### config.mk
export PLATFORM = sky130hd
export DESIGN_NAME = aabb_ctrl
export DESIGN_NICKNAME = d
export VERILOG_FILES = /design/src/sv/aabb_pkg.sv /design/src/sv/aabb_ctrl.sv
export SDC_FILE = /design/constraint.sdc
export NUM_CORES = 1
export LEC_CHECK = 0
export BUFFER_PORTS_ARGS = -buffer_cell sky130_fd_sc_hd__buf_2
export CORE_AREA = 2 2 39 41
export CTS_BUF_LIST = sky130_fd_sc_hd__clkbuf_8
export CTS_CLUSTER_DIAMETER = 200
export DETAILED_ROUTE_END_ITERATION = 8
export DIE_AREA = 0 0 41 43
export GPL_ROUTABILITY_DRIVEN = 0
export PLACE_DENSITY = 0.65
export SETUP_SLACK_MARGIN = 0.05
export SLEW_MARGIN = 10
export SYNTH_ARGS = -nofsm -noshare
export SYNTH_HDL_FRONTEND = slang
export SYNTH_SLANG_ARGS = --single-unit
### constraint.sdc
create_clock -name clk -period 2.1 [get_ports clk]
set_input_delay 0.21 -clock clk [delete_from_list [all_inputs] [get_ports clk]]
set_output_delay 0.21 -clock clk [all_outputs]
set_load 0.05 [all_outputs]
### src/sv/aabb_pkg.sv
// aabb_pkg: action codes, sequencer step constants and command/status
// structs shared by the box unit controller, datapath and top level.
// No dependencies.
`timescale 1ns / 1ps
`default_nettype none
package aabb_pkg;

  localparam int STEP_W = 4;

  localparam logic [2:0] ACT_SET    = 3'd0;
  localparam logic [2:0] ACT_EXT_PT = 3'd1;
  localparam logic [2:0] ACT_EXT_BX = 3'd2;
  localparam logic [2:0] ACT_TST_PT = 3'd3;
  localparam logic [2:0] ACT_TST_BX = 3'd4;
  localparam logic [2:0] ACT_SPHERE = 3'd5;
  localparam logic [2:0] ACT_LINE   = 3'd6;

  // last multiply step of each multiplying action
  localparam logic [STEP_W-1:0] SPH_LAST  = 4'd3;
  localparam logic [STEP_W-1:0] LINE_LAST = 4'd11;

  // sphere step that squares the radius
  localparam logic [1:0] SPH_RAD = 2'd3;

  typedef struct packed {
    logic              load;
    logic              prep;
    logic              mul;
    logic [STEP_W-1:0] step;
  } cmd_t;

  typedef struct packed {
    logic              is_mul;
    logic [STEP_W-1:0] last_step;
  } status_t;

  // axis pairs (i,j), i != j, for the slab cross checks
  function automatic logic [1:0] pair_i(input logic [2:0] p);
    logic [1:0] r;
    case (p)
      3'd0, 3'd1: r = 2'd0;
      3'd2, 3'd3: r = 2'd1;
      default:    r = 2'd2;
    endcase
    return r;
  endfunction

  function automatic logic [1:0] pair_j(input logic [2:0] p);
    logic [1:0] r;
    case (p)
      3'd0:       r = 2'd1;
      3'd1:       r = 2'd2;
      3'd2:       r = 2'd0;
      3'd3:       r = 2'd2;
      3'd4:       r = 2'd0;
      default:    r = 2'd1;
    endcase
    return r;
  endfunction

endpackage
`default_nettype wire

### src/sv/aabb_ctrl.sv
// aabb_ctrl: sequencer for the box unit (load, prepare, multiply steps,
// drain, result). Depends on aabb_pkg.
`timescale 1ns / 1ps
`default_nettype none
module aabb_ctrl
  import aabb_pkg::*;
(
  input  wire logic    clk,
  input  wire logic    rst_n,
  input  wire logic    start,
  input  wire status_t status,
  output cmd_t         cmd,
  output logic         busy,
  output logic         done
);

  typedef enum logic [4:0] {
    S_IDLE  = 5'b00001,
    S_PREP  = 5'b00010,
    S_MUL   = 5'b00100,
    S_DRAIN = 5'b01000,
    S_DONE  = 5'b10000
  } state_t;

  state_t            state_r, state_nxt;
  logic [STEP_W-1:0] step_r, step_nxt;

  always_comb begin
    state_nxt = state_r;
    step_nxt  = step_r;
    case (state_r)
      S_IDLE: begin
        if (start) state_nxt = S_PREP;
      end
      S_PREP: begin
        step_nxt  = '0;
        state_nxt = status.is_mul ? S_MUL : S_DONE;
      end
      S_MUL: begin
        if (step_r == status.last_step) state_nxt = S_DRAIN;
        else step_nxt = step_r + 1'b1;
      end
      S_DRAIN: state_nxt = S_DONE;
      S_DONE:  state_nxt = S_IDLE;
      default: state_nxt = S_IDLE;
    endcase
  end

  always_ff @(posedge clk) begin
    if (!rst_n) begin
      state_r <= S_IDLE;
      step_r  <= '0;
    end else begin
      state_r <= state_nxt;
      step_r  <= step_nxt;
    end
  end

  assign cmd.load = (state_r == S_IDLE) && start;
  assign cmd.prep = (state_r == S_PREP);
  assign cmd.mul  = (state_r == S_MUL);
  assign cmd.step = step_r;
  assign busy     = (state_r != S_IDLE);
  assign done     = (state_r == S_DONE);

endmodule
`default_nettype wire

==> impl_metrics.ini <==
[timing]
tightest_slew_ns = 0.450
fin_skew_ns = 0.00282
setup_viol = 0
final.setup.tns_ns = 0
min_period_ns = 2.00
finalHoldViolations = 0
max_freq_mhz = 501
maxSlewHeadroom_pct = 69.7
rsz0062_at_grt = false
fin_crit_sh_pct = 95.1
maxSlewViolCount = 0

[run]
maxCapViolations = 0

[critical_path]
ff2ff_path_depth = 4
worstSetupStartpointType = flip-flop
path_buf_inv = 2
endpoint_kind = primary output
critical_path.top_delay_family = simple AND/OR/NAND/NOR gates
crit_fanout = 8
crit_slowest_cell = or4b_1
slowest_delay_ns = 0.58
path_class = reg2out
rr_startpoint = state_r[3]$_SDFFE_PN0P_
cp_cell_sequence = nor2_2 > or4b_1 > inv_1 > buf_2
rrSetupSlack_ns = 0.19
required_ns = 1.89
critPathArrivalTime_ns = 1.79
r2r_end = step_r[2]$_SDFFE_PN0P_

[final_layout]
finalNetCount = 92
final_common_cell = buf_2
final_cell_mix = 16 x buf_2, 9 x dfxtp_1, 7 x inv_1
antenna_cells = 0
syn2layout_area_growth_pct = 24.2
drive_gt1_share_pct = 26.8
stdcell_area_um2 = 661

[placement]
hpwl_um = 878
io_buffers = 16
postPlaceCellArea_um2 = 616

[synthesis]
syn_avg_cell_area_um2 = 8.31
synth.top_cell.area_share_pct = 33.9
synthesis.area_um2 = 532
synth.distinct_cells = 31
seq_area_frac_synth_pct = 33.9
synth-seq-cells = 9
yosys-top-cells-area = dfxtp_1 34%, xnor2_1 8.2%, inv_1 4.2%
synth_nets = 73
netlist_instances = 64
yosysWarningCount = 0
synth_top_area_cell = dfxtp_1

[status]
outcome = completed

[detailed_routing]
vias = 534
postRouteAntennaNets = 0
wl_um = 1170
wl_per_cell_um = 11.9
drtIter0Drc = 11
drc = 0
firstDrtPassIters = 4
via_per_inst = 5.45

[clock_network]
cts.sinks = 9
postCtsSetupRepairBufs = 0
cts_tree = built
postCtsResizedCells = 0
clockBufferDepth = 2
hold_buffers = 0
clk_pin_slew_ns = 0.04
insertion_delay_ns = 0.23
cts_root_buf = clkbuf_8
htreeDepth = 1
cts_buffers = 3

[die]
coreArea_um2 = 1380
die_w_um = 41
io_pins = 17
die-area_um2 = 1760
fp-row-count = 14
initial_core_util_pct = 38.4
die_h_um = 43

[worst_hold_path]
min_path_type = in2reg
min_from = start
hold_path_end = state_r[1]$_SDFFE_PN0P_
hold_depth = 2

[pwr]
cellLeakagePower_nw = 0.290
ir_worst_vdd_v = 0.000322
power_density_nw_per_um2 = 680
power_mw = 0.449

[global_route]
grt_usage_pct = 16.4
grt_pass1_vias = 453
grt_pass1_wl_um = 1910
grt_antenna_before_repair = 0
grt_overflow_total = 0
grt_start_max_net_pins = 9
Yosys cell counts:
cell,count
a211oi_1,1
a2bb2oi_1,1
and3_1,2
and4b_2,1
nand3_1,2
o32ai_1,1
nor4_1,1
or3_2,1
or4b_1,1
nor3_1,1
xor2_1,1
nand4_1,1
and2_1,1
dfxtp_1,9
buf_6,1
o31ai_1,2
a21oi_1,3
mux2i_1,1
o211ai_1,2
or3_1,1
and4_1,1
nor2_2,1
nor3b_1,1
or4_1,2
inv_1,6
nor2_1,4
nand2_1,5
clkbuf_2,1
o21ai_0,3
ha_1,1
xnor2_1,5
registers in the layout (all words and copies together), names as in the netlist:
name,flops
state_r,5
step_r,4
metal layers:
layer / track usage, % / share of wire, %
met1: 23.0 / 48
met2: 21.3 / 46
met3: 4.71 / 4.0
met4: 10.0 / 1.8
met5: 0 / 0
where the power goes:
part	switching (mW)	internal, mW	total, mW
registers	0.00679	0.176	0.183
clock network	0.0688	0.127	0.196
logic	0.0457	0.0250	0.0707
how the worst max path moves through the flow:
stage | start | to | slack (ns) | cells past startpoint
floorplan | state_r[3]$_SDFFE_PN0P_ | step_r[2]$_SDFFE_PN0P_ | 0.27 | 6
global placement | state_r[2]$_SDFFE_PN0P_ | step_r[2]$_SDFFE_PN0P_ | 0.25 | 4
detailed placement | state_r[3]$_SDFFE_PN0P_ | step_r[2]$_SDFFE_PN0P_ | 0.22 | 4
CTS | state_r[3]$_SDFFE_PN0P_ | cmd[4] | 0.11 | 4
global route | state_r[3]$_SDFFE_PN0P_ | cmd[4] | 0.06 | 4
finish | state_r[3]$_SDFFE_PN0P_ | cmd[4] | 0.10 | 4
through the flow:
stage / hold WS (ns) / cells / setup WS (ns) / util, %
after global placement: 0.462 / 94 / 0.254 / 44.5
after global routing: 0.241 / 98 / 0.0552 / 47.7
after floorplan: 0.350 / 64 / 0.273 / -
final: 0.222 / 98 / 0.104 / 47.7
after CTS: 0.225 / 98 / 0.114 / 47.7
after detailed placement: 0.462 / 94 / 0.217 / 44.5
area by class of cell:
cell class	instances	area [µm²]
sequential	9	180
clock inverter	1	3.75
multi-input combinational	47	313
clock buffer	3	41.3
inverter	6	22.5
fill	143	723
tap	16	20.0
timing repair buffer	16	80.1
logic make-up after synthesis:
group | synth area share [%]
AOI/OAI and AO/OA | 16.0
xor gates and xnor gates | 9.88
buffers and inverters | 7.29
DFF | 33.9
muxes | 1.88
adders and majority gates | 2.35
and+or+nand+nor | 28.7
(Power assumes the default switching activity.)
